===== config.mk =====
export PLATFORM = sky130hd
export DESIGN_NAME = dns_response_a_record_extractor_flat
export DESIGN_NICKNAME = d
export VERILOG_FILES = /design/src/rtl/dnsa_pkg.sv /design/src/rtl/dnsa_ifs.sv /design/src/rtl/dns_response_a_record_extractor.sv /design/src/rtl/dnsa_front.sv /design/src/rtl/dnsa_queue.sv /design/src/rtl/dnsa_back.sv /design/src/flat_wrapper.sv
export SDC_FILE = /design/constraint.sdc
export NUM_CORES = 1
export LEC_CHECK = 0
export BUFFER_PORTS_ARGS = -buffer_cell sky130_fd_sc_hd__buf_2
export CORE_MARGIN = 2
export CORE_UTILIZATION = 35
export DETAILED_ROUTE_END_ITERATION = 7
export PLACE_DENSITY_LB_ADDON = 0.3
export SLEW_MARGIN = 40
export SYNTH_ARGS = -nofsm -noshare
export SYNTH_HDL_FRONTEND = slang
export SYNTH_SLANG_ARGS = --single-unit

===== constraint.sdc =====
create_clock -name clk -period 3.5 [get_ports clk]
set_input_delay 0.175 -clock clk [delete_from_list [all_inputs] [get_ports clk]]
set_output_delay 0.175 -clock clk [all_outputs]
set_load 0.03 [all_outputs]

===== src/rtl/dnsa_pkg.sv =====
// Shared types and constants for the DNS response A-record extractor.
package dnsa_pkg;

    localparam logic [15:0] FLAG_MASK = 16'hfb7f;
    localparam logic [15:0] FLAG_WANT = 16'h8100;
    localparam logic [15:0] TYPE_A    = 16'h0001;

    localparam logic [3:0] HDR_LAST_POS    = 4'd11;
    localparam logic [3:0] QFIXED_LAST_POS = 4'd3;
    localparam logic [3:0] AFIXED_LAST_POS = 4'd9;
    localparam logic [3:0] ADDR_BYTES      = 4'd4;

    typedef enum logic [3:0] {
        PH_HEADER = 4'd0,
        PH_QNAME  = 4'd1,
        PH_QFIXED = 4'd2,
        PH_ANAME  = 4'd3,
        PH_APTR   = 4'd4,
        PH_AFIXED = 4'd5,
        PH_RDATA  = 4'd6,
        PH_DONE   = 4'd7
    } phase_t;

    typedef enum logic [1:0] {
        OC_PENDING   = 2'd0,
        OC_ACCEPT    = 2'd1,
        OC_REJECT    = 2'd2,
        OC_MALFORMED = 2'd3
    } outcome_t;

    typedef enum logic [2:0] {
        KIND_ADDRESS   = 3'd0,
        KIND_ACCEPTED  = 3'd1,
        KIND_REJECTED  = 3'd2,
        KIND_MALFORMED = 3'd3,
        KIND_TRUNCATED = 3'd4
    } kind_t;

    typedef struct packed {
        logic        has_addr;
        logic [31:0] addr;
        logic        has_status;
        kind_t       status;
    } event_t;

endpackage


===== src/rtl/dnsa_ifs.sv =====
// Valid/ready channel interfaces for datagram bytes and extracted results.
interface dnsa_byte_if;
    logic       valid;
    logic       ready;
    logic [7:0] data_byte;
    logic       end_of_datagram;

    modport source (output valid, output data_byte, output end_of_datagram, input ready);
    modport sink (input valid, input data_byte, input end_of_datagram, output ready);
endinterface

interface dnsa_result_if;
    logic        valid;
    logic        ready;
    logic [2:0]  kind;
    logic [31:0] address;
    logic        last;

    modport source (output valid, output kind, output address, output last, input ready);
    modport sink (input valid, input kind, input address, input last, output ready);
endinterface


===== src/rtl/dns_response_a_record_extractor.sv =====
// Top level of the DNS response A-record extractor.
//
//   channel   dir   beat contents
//   in_ch     in    data_byte[7:0], end_of_datagram
//   out_ch    out   kind[2:0], address[31:0], last
//   cfg       in    cfg_wr_en, cfg_wr_data[15:0] (expected_id)
//
// One byte per cycle; the parser state machine updates in the accepting cycle.
// A byte yields up to two beats; the emitter drains one beat per cycle, so a
// full event queue of QUEUE_DEPTH entries holds off in_ch.ready.
// Reset clears parser state, queue and output register; expected_id resets to zero.
// A stalled out_ch backs up into the queue and then into in_ch.
module dns_response_a_record_extractor #(
    parameter int QUEUE_DEPTH = 4
) (
    input  logic                 clk,
    input  logic                 rst_n,
    dnsa_byte_if.sink            in_ch,
    dnsa_result_if.source        out_ch,
    input  logic                 cfg_wr_en,
    input  logic [15:0]          cfg_wr_data
);

    logic [15:0]      expected_id_reg;
    logic             q_full;
    logic             q_empty;
    logic             q_push;
    logic             q_pop;
    dnsa_pkg::event_t push_event;
    dnsa_pkg::event_t head_event;

    always_ff @(posedge clk or negedge rst_n)
    begin
        if (!rst_n)
            expected_id_reg <= 16'd0;
        else if (cfg_wr_en)
            expected_id_reg <= cfg_wr_data;
    end

    dnsa_front u_front (
        .clk             (clk),
        .rst_n           (rst_n),
        .in_valid        (in_ch.valid),
        .in_ready        (in_ch.ready),
        .data_byte       (in_ch.data_byte),
        .end_of_datagram (in_ch.end_of_datagram),
        .expected_id     (expected_id_reg),
        .q_full          (q_full),
        .q_push          (q_push),
        .q_event         (push_event)
    );

    dnsa_queue #(
        .DEPTH (QUEUE_DEPTH)
    ) u_queue (
        .clk        (clk),
        .rst_n      (rst_n),
        .push       (q_push),
        .push_event (push_event),
        .pop        (q_pop),
        .head_event (head_event),
        .full       (q_full),
        .empty      (q_empty)
    );

    dnsa_back u_back (
        .clk         (clk),
        .rst_n       (rst_n),
        .head_event  (head_event),
        .q_empty     (q_empty),
        .q_pop       (q_pop),
        .out_valid   (out_ch.valid),
        .out_ready   (out_ch.ready),
        .out_kind    (out_ch.kind),
        .out_address (out_ch.address),
        .out_last    (out_ch.last)
    );

endmodule


===== src/rtl/dnsa_front.sv =====
// Byte parser: walks header, questions and answers and posts result events.
module dnsa_front (
    input  logic              clk,
    input  logic              rst_n,
    input  logic              in_valid,
    output logic              in_ready,
    input  logic [7:0]        data_byte,
    input  logic              end_of_datagram,
    input  logic [15:0]       expected_id,
    input  logic              q_full,
    output logic              q_push,
    output dnsa_pkg::event_t  q_event
);

    dnsa_pkg::phase_t   phase_reg, phase_next;
    dnsa_pkg::outcome_t outcome_reg, outcome_next;
    logic [3:0]  pos_reg, pos_next;
    logic [15:0] hword_reg, hword_next;
    logic [15:0] qleft_reg, qleft_next;
    logic [15:0] aleft_reg, aleft_next;
    logic [5:0]  label_reg, label_next;
    logic [15:0] rtype_reg, rtype_next;
    logic [15:0] rleft_reg, rleft_next;
    logic [31:0] acc_reg, acc_next;

    logic        accept;
    logic        emit_addr;
    logic [15:0] shift_word;
    logic [15:0] qdec;
    logic [15:0] adec;
    logic [15:0] rdec;
    logic [31:0] acc_shift;
    logic        in_answer;

    assign in_ready   = !q_full;
    assign accept     = in_valid && in_ready;
    assign shift_word = {hword_reg[7:0], data_byte};
    assign qdec       = qleft_reg - 16'd1;
    assign adec       = aleft_reg - 16'd1;
    assign rdec       = rleft_reg - 16'd1;
    assign acc_shift  = {acc_reg[23:0], data_byte};
    assign in_answer  = (phase_reg == dnsa_pkg::PH_ANAME);

    always_comb
    begin
        phase_next   = phase_reg;
        outcome_next = outcome_reg;
        pos_next     = pos_reg;
        hword_next   = hword_reg;
        qleft_next   = qleft_reg;
        aleft_next   = aleft_reg;
        label_next   = label_reg;
        rtype_next   = rtype_reg;
        rleft_next   = rleft_reg;
        acc_next     = acc_reg;
        emit_addr    = 1'b0;

        unique case (phase_reg)
            dnsa_pkg::PH_HEADER:
            begin
                hword_next = shift_word;
                if (pos_reg == 4'd1 && shift_word != expected_id)
                begin
                    phase_next   = dnsa_pkg::PH_DONE;
                    outcome_next = dnsa_pkg::OC_REJECT;
                end
                else if (pos_reg == 4'd3
                         && (shift_word & dnsa_pkg::FLAG_MASK) != dnsa_pkg::FLAG_WANT)
                begin
                    phase_next   = dnsa_pkg::PH_DONE;
                    outcome_next = dnsa_pkg::OC_REJECT;
                end
                else if (pos_reg == 4'd7 && shift_word == 16'd0)
                begin
                    aleft_next   = shift_word;
                    phase_next   = dnsa_pkg::PH_DONE;
                    outcome_next = dnsa_pkg::OC_REJECT;
                end
                else
                begin
                    if (pos_reg == 4'd5)
                        qleft_next = shift_word;
                    if (pos_reg == 4'd7)
                        aleft_next = shift_word;
                    if (pos_reg >= dnsa_pkg::HDR_LAST_POS)
                    begin
                        phase_next = (qleft_reg != 16'd0) ? dnsa_pkg::PH_QNAME
                                                          : dnsa_pkg::PH_ANAME;
                        label_next = 6'd0;
                        pos_next   = 4'd0;
                    end
                    else
                        pos_next = pos_reg + 4'd1;
                end
            end
            dnsa_pkg::PH_QNAME, dnsa_pkg::PH_ANAME:
            begin
                if (label_reg != 6'd0)
                    label_next = label_reg - 6'd1;
                else if (data_byte == 8'd0)
                begin
                    phase_next = in_answer ? dnsa_pkg::PH_AFIXED : dnsa_pkg::PH_QFIXED;
                    pos_next   = 4'd0;
                    hword_next = 16'd0;
                end
                else if (data_byte[7:6] == 2'b00)
                    label_next = data_byte[5:0];
                else if (data_byte[7:6] == 2'b11 && in_answer)
                    phase_next = dnsa_pkg::PH_APTR;
                else
                begin
                    phase_next   = dnsa_pkg::PH_DONE;
                    outcome_next = dnsa_pkg::OC_MALFORMED;
                end
            end
            dnsa_pkg::PH_QFIXED:
            begin
                if (pos_reg >= dnsa_pkg::QFIXED_LAST_POS)
                begin
                    qleft_next = qdec;
                    phase_next = (qdec != 16'd0) ? dnsa_pkg::PH_QNAME : dnsa_pkg::PH_ANAME;
                    label_next = 6'd0;
                    pos_next   = 4'd0;
                end
                else
                    pos_next = pos_reg + 4'd1;
            end
            dnsa_pkg::PH_APTR:
            begin
                phase_next = dnsa_pkg::PH_AFIXED;
                pos_next   = 4'd0;
                hword_next = 16'd0;
            end
            dnsa_pkg::PH_AFIXED:
            begin
                hword_next = shift_word;
                if (pos_reg == 4'd1)
                    rtype_next = shift_word;
                if (pos_reg >= dnsa_pkg::AFIXED_LAST_POS)
                begin
                    rleft_next = shift_word;
                    pos_next   = 4'd0;
                    acc_next   = 32'd0;
                    if (rtype_reg == dnsa_pkg::TYPE_A && shift_word < 16'd4)
                    begin
                        phase_next   = dnsa_pkg::PH_DONE;
                        outcome_next = dnsa_pkg::OC_MALFORMED;
                    end
                    else if (shift_word == 16'd0)
                    begin
                        aleft_next = adec;
                        if (adec == 16'd0)
                        begin
                            phase_next   = dnsa_pkg::PH_DONE;
                            outcome_next = dnsa_pkg::OC_ACCEPT;
                        end
                        else
                        begin
                            phase_next = dnsa_pkg::PH_ANAME;
                            label_next = 6'd0;
                        end
                    end
                    else
                        phase_next = dnsa_pkg::PH_RDATA;
                end
                else
                    pos_next = pos_reg + 4'd1;
            end
            dnsa_pkg::PH_RDATA:
            begin
                if (rtype_reg == dnsa_pkg::TYPE_A && pos_reg < dnsa_pkg::ADDR_BYTES)
                begin
                    acc_next  = acc_shift;
                    pos_next  = pos_reg + 4'd1;
                    emit_addr = (pos_reg == dnsa_pkg::ADDR_BYTES - 4'd1);
                end
                rleft_next = rdec;
                if (rdec == 16'd0)
                begin
                    aleft_next = adec;
                    if (adec == 16'd0)
                    begin
                        phase_next   = dnsa_pkg::PH_DONE;
                        outcome_next = dnsa_pkg::OC_ACCEPT;
                    end
                    else
                    begin
                        phase_next = dnsa_pkg::PH_ANAME;
                        label_next = 6'd0;
                    end
                end
            end
            default:
            begin
            end
        endcase
    end

    always_comb
    begin
        q_event.has_addr   = emit_addr;
        q_event.addr       = acc_shift;
        q_event.has_status = end_of_datagram;
        unique case (outcome_next)
            dnsa_pkg::OC_ACCEPT:    q_event.status = dnsa_pkg::KIND_ACCEPTED;
            dnsa_pkg::OC_REJECT:    q_event.status = dnsa_pkg::KIND_REJECTED;
            dnsa_pkg::OC_MALFORMED: q_event.status = dnsa_pkg::KIND_MALFORMED;
            default:                q_event.status = dnsa_pkg::KIND_TRUNCATED;
        endcase
        q_push = accept && (emit_addr || end_of_datagram);
    end

    always_ff @(posedge clk or negedge rst_n)
    begin
        if (!rst_n)
        begin
            phase_reg   <= dnsa_pkg::PH_HEADER;
            outcome_reg <= dnsa_pkg::OC_PENDING;
            pos_reg     <= 4'd0;
            hword_reg   <= 16'd0;
            qleft_reg   <= 16'd0;
            aleft_reg   <= 16'd0;
            label_reg   <= 6'd0;
            rtype_reg   <= 16'd0;
            rleft_reg   <= 16'd0;
            acc_reg     <= 32'd0;
        end
        else if (accept)
        begin
            if (end_of_datagram)
            begin
                phase_reg   <= dnsa_pkg::PH_HEADER;
                outcome_reg <= dnsa_pkg::OC_PENDING;
                pos_reg     <= 4'd0;
                hword_reg   <= 16'd0;
                qleft_reg   <= 16'd0;
                aleft_reg   <= 16'd0;
                label_reg   <= 6'd0;
                rtype_reg   <= 16'd0;
                rleft_reg   <= 16'd0;
                acc_reg     <= 32'd0;
            end
            else
            begin
                phase_reg   <= phase_next;
                outcome_reg <= outcome_next;
                pos_reg     <= pos_next;
                hword_reg   <= hword_next;
                qleft_reg   <= qleft_next;
                aleft_reg   <= aleft_next;
                label_reg   <= label_next;
                rtype_reg   <= rtype_next;
                rleft_reg   <= rleft_next;
                acc_reg     <= acc_next;
            end
        end
    end

endmodule


===== src/rtl/dnsa_queue.sv =====
// Small event queue between the parser and the result emitter.
module dnsa_queue #(
    parameter int DEPTH = 4
) (
    input  logic              clk,
    input  logic              rst_n,
    input  logic              push,
    input  dnsa_pkg::event_t  push_event,
    input  logic              pop,
    output dnsa_pkg::event_t  head_event,
    output logic              full,
    output logic              empty
);

    localparam int PW = (DEPTH > 2) ? $clog2(DEPTH) : 1;
    localparam int CW = $clog2(DEPTH + 1);
    localparam logic [PW-1:0] LAST_PTR  = PW'(DEPTH - 1);
    localparam logic [CW-1:0] DEPTH_CNT = CW'(DEPTH);

    dnsa_pkg::event_t mem [DEPTH];
    logic [PW-1:0] wr_ptr_reg, wr_ptr_next;
    logic [PW-1:0] rd_ptr_reg, rd_ptr_next;
    logic [CW-1:0] count_reg, count_next;
    logic          do_push;
    logic          do_pop;

    assign full       = (count_reg == DEPTH_CNT);
    assign empty      = (count_reg == '0);
    assign do_push    = push && !full;
    assign do_pop     = pop && !empty;
    assign head_event = mem[rd_ptr_reg];

    always_comb
    begin
        wr_ptr_next = wr_ptr_reg;
        rd_ptr_next = rd_ptr_reg;
        count_next  = count_reg;
        if (do_push)
            wr_ptr_next = (wr_ptr_reg == LAST_PTR) ? '0 : wr_ptr_reg + PW'(1);
        if (do_pop)
            rd_ptr_next = (rd_ptr_reg == LAST_PTR) ? '0 : rd_ptr_reg + PW'(1);
        if (do_push && !do_pop)
            count_next = count_reg + CW'(1);
        else if (do_pop && !do_push)
            count_next = count_reg - CW'(1);
    end

    always_ff @(posedge clk)
    begin
        if (do_push)
            mem[wr_ptr_reg] <= push_event;
    end

    always_ff @(posedge clk or negedge rst_n)
    begin
        if (!rst_n)
        begin
            wr_ptr_reg <= '0;
            rd_ptr_reg <= '0;
            count_reg  <= '0;
        end
        else
        begin
            wr_ptr_reg <= wr_ptr_next;
            rd_ptr_reg <= rd_ptr_next;
            count_reg  <= count_next;
        end
    end

endmodule


===== src/rtl/dnsa_back.sv =====
// Result emitter: splits queued events into address and status beats.
module dnsa_back (
    input  logic              clk,
    input  logic              rst_n,
    input  dnsa_pkg::event_t  head_event,
    input  logic              q_empty,
    output logic              q_pop,
    output logic              out_valid,
    input  logic              out_ready,
    output logic [2:0]        out_kind,
    output logic [31:0]       out_address,
    output logic              out_last
);

    logic            valid_reg, valid_next;
    logic [2:0]      kind_reg, kind_next;
    logic [31:0]     addr_reg, addr_next;
    logic            last_reg, last_next;
    logic            pend_reg, pend_next;
    dnsa_pkg::kind_t pend_kind_reg, pend_kind_next;
    logic            load;

    assign load        = !valid_reg || out_ready;
    assign out_valid   = valid_reg;
    assign out_kind    = kind_reg;
    assign out_address = addr_reg;
    assign out_last    = last_reg;

    always_comb
    begin
        valid_next     = valid_reg;
        kind_next      = kind_reg;
        addr_next      = addr_reg;
        last_next      = last_reg;
        pend_next      = pend_reg;
        pend_kind_next = pend_kind_reg;
        q_pop          = 1'b0;
        if (load)
        begin
            priority if (pend_reg)
            begin
                valid_next = 1'b1;
                kind_next  = pend_kind_reg;
                addr_next  = 32'd0;
                last_next  = 1'b1;
                pend_next  = 1'b0;
            end
            else if (!q_empty)
            begin
                q_pop      = 1'b1;
                valid_next = 1'b1;
                if (head_event.has_addr)
                begin
                    kind_next      = dnsa_pkg::KIND_ADDRESS;
                    addr_next      = head_event.addr;
                    last_next      = 1'b0;
                    pend_next      = head_event.has_status;
                    pend_kind_next = head_event.status;
                end
                else
                begin
                    kind_next = head_event.status;
                    addr_next = 32'd0;
                    last_next = 1'b1;
                end
            end
            else
                valid_next = 1'b0;
        end
    end

    always_ff @(posedge clk)
    begin
        kind_reg      <= kind_next;
        addr_reg      <= addr_next;
        last_reg      <= last_next;
        pend_kind_reg <= pend_kind_next;
    end

    always_ff @(posedge clk or negedge rst_n)
    begin
        if (!rst_n)
        begin
            valid_reg <= 1'b0;
            pend_reg  <= 1'b0;
        end
        else
        begin
            valid_reg <= valid_next;
            pend_reg  <= pend_next;
        end
    end

endmodule

===== src/flat_wrapper.sv =====
// flat-port wrapper written by rule: the top's interface ports become plain ports
module dns_response_a_record_extractor_flat 
#(
    parameter int QUEUE_DEPTH = 4
)
  (clk, rst_n, cfg_wr_en, cfg_wr_data, in_ch_valid, in_ch_data_byte, in_ch_end_of_datagram, in_ch_ready, out_ch_valid, out_ch_kind, out_ch_address, out_ch_last, out_ch_ready);
  dnsa_byte_if in_ch_i ();
  dnsa_result_if out_ch_i ();
  input  logic clk;
  input  logic rst_n;
  input  logic cfg_wr_en;
  input  logic [15:0] cfg_wr_data;
  input wire logic [$bits(in_ch_i.valid)-1:0] in_ch_valid;
  input wire logic [$bits(in_ch_i.data_byte)-1:0] in_ch_data_byte;
  input wire logic [$bits(in_ch_i.end_of_datagram)-1:0] in_ch_end_of_datagram;
  output wire logic [$bits(in_ch_i.ready)-1:0] in_ch_ready;
  output wire logic [$bits(out_ch_i.valid)-1:0] out_ch_valid;
  output wire logic [$bits(out_ch_i.kind)-1:0] out_ch_kind;
  output wire logic [$bits(out_ch_i.address)-1:0] out_ch_address;
  output wire logic [$bits(out_ch_i.last)-1:0] out_ch_last;
  input wire logic [$bits(out_ch_i.ready)-1:0] out_ch_ready;
  assign in_ch_i.valid = in_ch_valid;
  assign in_ch_i.data_byte = in_ch_data_byte;
  assign in_ch_i.end_of_datagram = in_ch_end_of_datagram;
  assign in_ch_ready = in_ch_i.ready;
  assign out_ch_valid = out_ch_i.valid;
  assign out_ch_kind = out_ch_i.kind;
  assign out_ch_address = out_ch_i.address;
  assign out_ch_last = out_ch_i.last;
  assign out_ch_i.ready = out_ch_ready;
  dns_response_a_record_extractor #(.QUEUE_DEPTH(QUEUE_DEPTH)) u_core (.clk(clk), .rst_n(rst_n), .in_ch(in_ch_i), .out_ch(out_ch_i), .cfg_wr_en(cfg_wr_en), .cfg_wr_data(cfg_wr_data));
endmodule

==> flow_summary.ini <==
[setup_path]
worst-setup-path-type = flop to flop
worst-r2r-cell-count = 8
timing.critical_path.from_type = flop
timing.critical_path.required_ns = 3.97
worst_setup_path_end_kind = flop
cp.arrival_ns = 3.70
path_cells = nor4_1 -> nand4_1 -> a2111oi_0 -> o211ai_2 -> nand2_1 -> nand2_2 -> a2111oi_0 -> a21o_1
path_common_cell = a2111oi_0
worst_path_largest_cell_delay_ns = 0.66
rr_startpoint = u_core.u_front.rleft_reg[0]
path_max_fanout = 11
setup.reg_to_reg.worst_slack_ns = 0.27
slowest_stage = a2111oi_0
crit-reg2reg-capture = u_core.u_front.label_reg[1]

[placed_design]
place.port_buffers = 67
gpl.final_weighted_congestion = 0.905
place_inst = 1889
dp_hpwl_um = 24900

[clock_tree]
path_clk_slew_ns = 0.06
cts_made_buffers = 37
clk_root_buffer_cell = clkbuf_16
cts.repair_timing.setup_buffer_count = 0
source_to_sink_clock_delay_at_the_later_pin_of_the_worst_skew_pair_ns = 0.54
tritoncts = built
cts.sinks = 323
cts_h_tree_lvls = 2
clock_tree.buffer_depth = 3

[detailed_routing]
routed_wl_um = 38300
post_drt_via_cell_ratio = 5.40
dr.first_iter.drc_count = 855
total_met2_wirelength_after_detailed_routing_um = 18500
top_signal_layer_used = met4
wl_per_cell_um = 19.4
drt_drc_violations_left = 0
drt-met1-wl_um = 17200
met3_length_um = 1670
detail_route.first_pass.iterations = 5
route.antenna.remaining_nets = 0
via_count = 10700

[die]
floorplan.initialDensity_pct = 35.3
placeableCoreArea_sq_um = 42800
die_x_um = 212
number_of_placement_rows = 76
top_level_ports = 68
dieArea_sq_um = 44800
chip_height_um = 212

[power]
p_leak_nw = 6.69
powerDensity_nw_per_um2 = 885
vdd_drop_max_mv = 0.366

[job]
maxCapViolCount = 0

[final_layout]
most-common-layout-cells = 187 x edfxtp_1, 135 x dfrtp_1, 133 x nand2_1
layout.cells.most_common = edfxtp_1
final-instance-count-excl-fill = 1974
drive_above_1_share_pct = 18.0
num_antenna_cells = 0
largest_register_ffs = 148
synthToLayoutAreaGrowth_pct = 17.4
nets = 1446

[hold_path]
hold_path.startpoint = out_ch_ready
worstHoldEndpoint = u_core.u_back.out_valid
timing.hold.worst_path_depth = 3
hp-class = input port to flop

[grt]
antenna_found_initial = 0
grt_first_pass_wirelength_um = 60600
overflow = 0
first_global_vias = 10700
groute.usage.overall_pct = 17.4
grt_start_max_net_pins = 70

[timing]
slew_viol_final = 0
period_needed_ns = 3.23
rel_slew_slack_pct = 53.8
setup_tns_ns = 0
unrepaired_setup_endpoints_after_global_routing = false
final-hold-violation-count = 0
maxClockFrequency_mhz = 310
timing.final.setup_violations = 0
max_slew.worst_pin.slew_ns = 0.687
fin_crit_sh_pct = 92.2
fin_skew_ns = 0.0108

[yosys]
syn-cell-area_sq_um = 15100
synth.ff_latch_count = 323
fraction_of_the_yosys_area_taken_by_sequential_cells_pct = 59.7
syn-instance-count = 1300
netlist-cell-type-count = 75
ys.warnings.count = 0
asyncSetResetFlopFracSynth_pct = 42.1
synth.net_count = 1347
synth_enable_flop_cells = 187
synth.avg_cell_area_sq_um = 11.6
synth_flop_cell = edfxtp_1

[outcome]
run_status = finished, final reports clean
[how the worst max path moves through the flow]
stage	slack, ns	startpoint	depth (start not counted)	end
after floorplan	0.42	u_core.u_front.phase_reg[2]	8	u_core.u_queue.mem[3][0]
after global placement	0.33	u_core.u_front.rleft_reg[5]	8	u_core.u_queue.mem[0][2]
after detailed placement	0.24	u_core.u_front.aleft_reg[0]	10	u_core.u_queue.mem[3][2]
after CTS	0.23	u_core.u_front.aleft_reg[0]	10	u_core.u_queue.mem[1][2]
after global routing	0.07	u_core.u_front.rleft_reg[0]	11	u_core.u_queue.mem[1][2]
final	0.27	u_core.u_front.rleft_reg[0]	8	u_core.u_front.label_reg[1]
[metal layers]
metal	track usage (%)	up-vias
li1	-	5026
met1	23.2	5292
met2	29.1	261
met3	2.77	76
met4	5.51	0
met5	0	-
[area by class of cell]
class	count	area, sq um
fillers	4068	25100
flip-flops and latches	323	9020
multi-input cells	863	5670
clock buffers	50	1020
repair buffers	137	992
well taps	546	683
clock inverters	18	201
inverters	37	139
[cell usage after synthesis (5+ instances only)]
cell | number | area (sq um)
nand2_1 | 133 | 499
nor2b_1 | 43 | 269
xnor2_1 | 17 | 149
ha_1 | 16 | 200
a31oi_1 | 9 | 56.3
dfrtp_1 | 136 | 3400
nor2_1 | 96 | 360
mux4_2 | 37 | 833
nor4b_1 | 8 | 70.1
o31ai_1 | 15 | 113
a22oi_1 | 6 | 45.0
mux2i_1 | 6 | 60.1
o22ai_1 | 5 | 31.3
and2_1 | 10 | 62.6
nand4_1 | 16 | 100
nand3b_1 | 6 | 45.0
or4_1 | 9 | 67.6
o211ai_1 | 9 | 67.6
inv_1 | 37 | 139
a21oi_1 | 62 | 310
nand2b_1 | 11 | 68.8
nor3_1 | 38 | 190
clkbuf_1 | 64 | 240
or3_1 | 19 | 119
mux2_2 | 19 | 214
nand3_1 | 35 | 175
buf_2 | 5 | 25.0
o21ai_0 | 133 | 666
xor2_1 | 6 | 52.6
buf_1 | 6 | 22.5
nor4_1 | 28 | 175
edfxtp_1 | 187 | 5620
[power breakdown]
group          internal, mW  switching [mW]  leakage [nW]
combinational          2.35            3.67          2.56
clock                  2.29            1.56         0.581
sequential             5.03           0.785          3.55
[worst max-delay path: cells and delay by family, from the launching register on]
family | cells | cell delay (ns)
AND/OR/NAND/NOR | 4 | 1.11
flip-flops | 1 | 0.48
AO/OA/AOI/OAI | 4 | 1.58
[cell families (layout without fill, tap and decap cells)]
| kind of cell | Yosys count | in the layout | share of synthesized area [%] |
|---|---|---|---|
| buf+inv | 114 | 242 | 2.93 |
| mux | 63 | 63 | 7.41 |
| fa+ha+maj | 17 | 17 | 1.46 |
| compound gates | 286 | 286 | 11.3 |
| simple gates | 474 | 474 | 15.8 |
| xor+xnor | 23 | 23 | 1.33 |
| flops | 323 | 323 | 59.7 |
[metrics by stage]
step	cell area (sq um)	hold WS, ns	utilization, %	power, mW	setup WS, ns
2_1_floorplan	15100	-0.121	-	10.0	0.423
3_3_place_gp	16300	0.254	38.1	11.8	0.335
3_5_place_dp	16300	0.255	38.2	11.9	0.241
4_1_cts	17700	0.0108	41.4	15.8	0.234
5_1_grt	17700	0.0218	41.4	16.7	0.0707
6_report	17700	0.0205	41.4	15.7	0.273
[repair_timing]
item / 4_1_cts / 5_1_grt
resized for setup: 0 / 1
hold buffers: 17 / 0
setup endpoints to repair: 0 / 2
endpoints found under the hold margin: 84 / 0
Note: power is estimated with default switching activity, not from simulation.
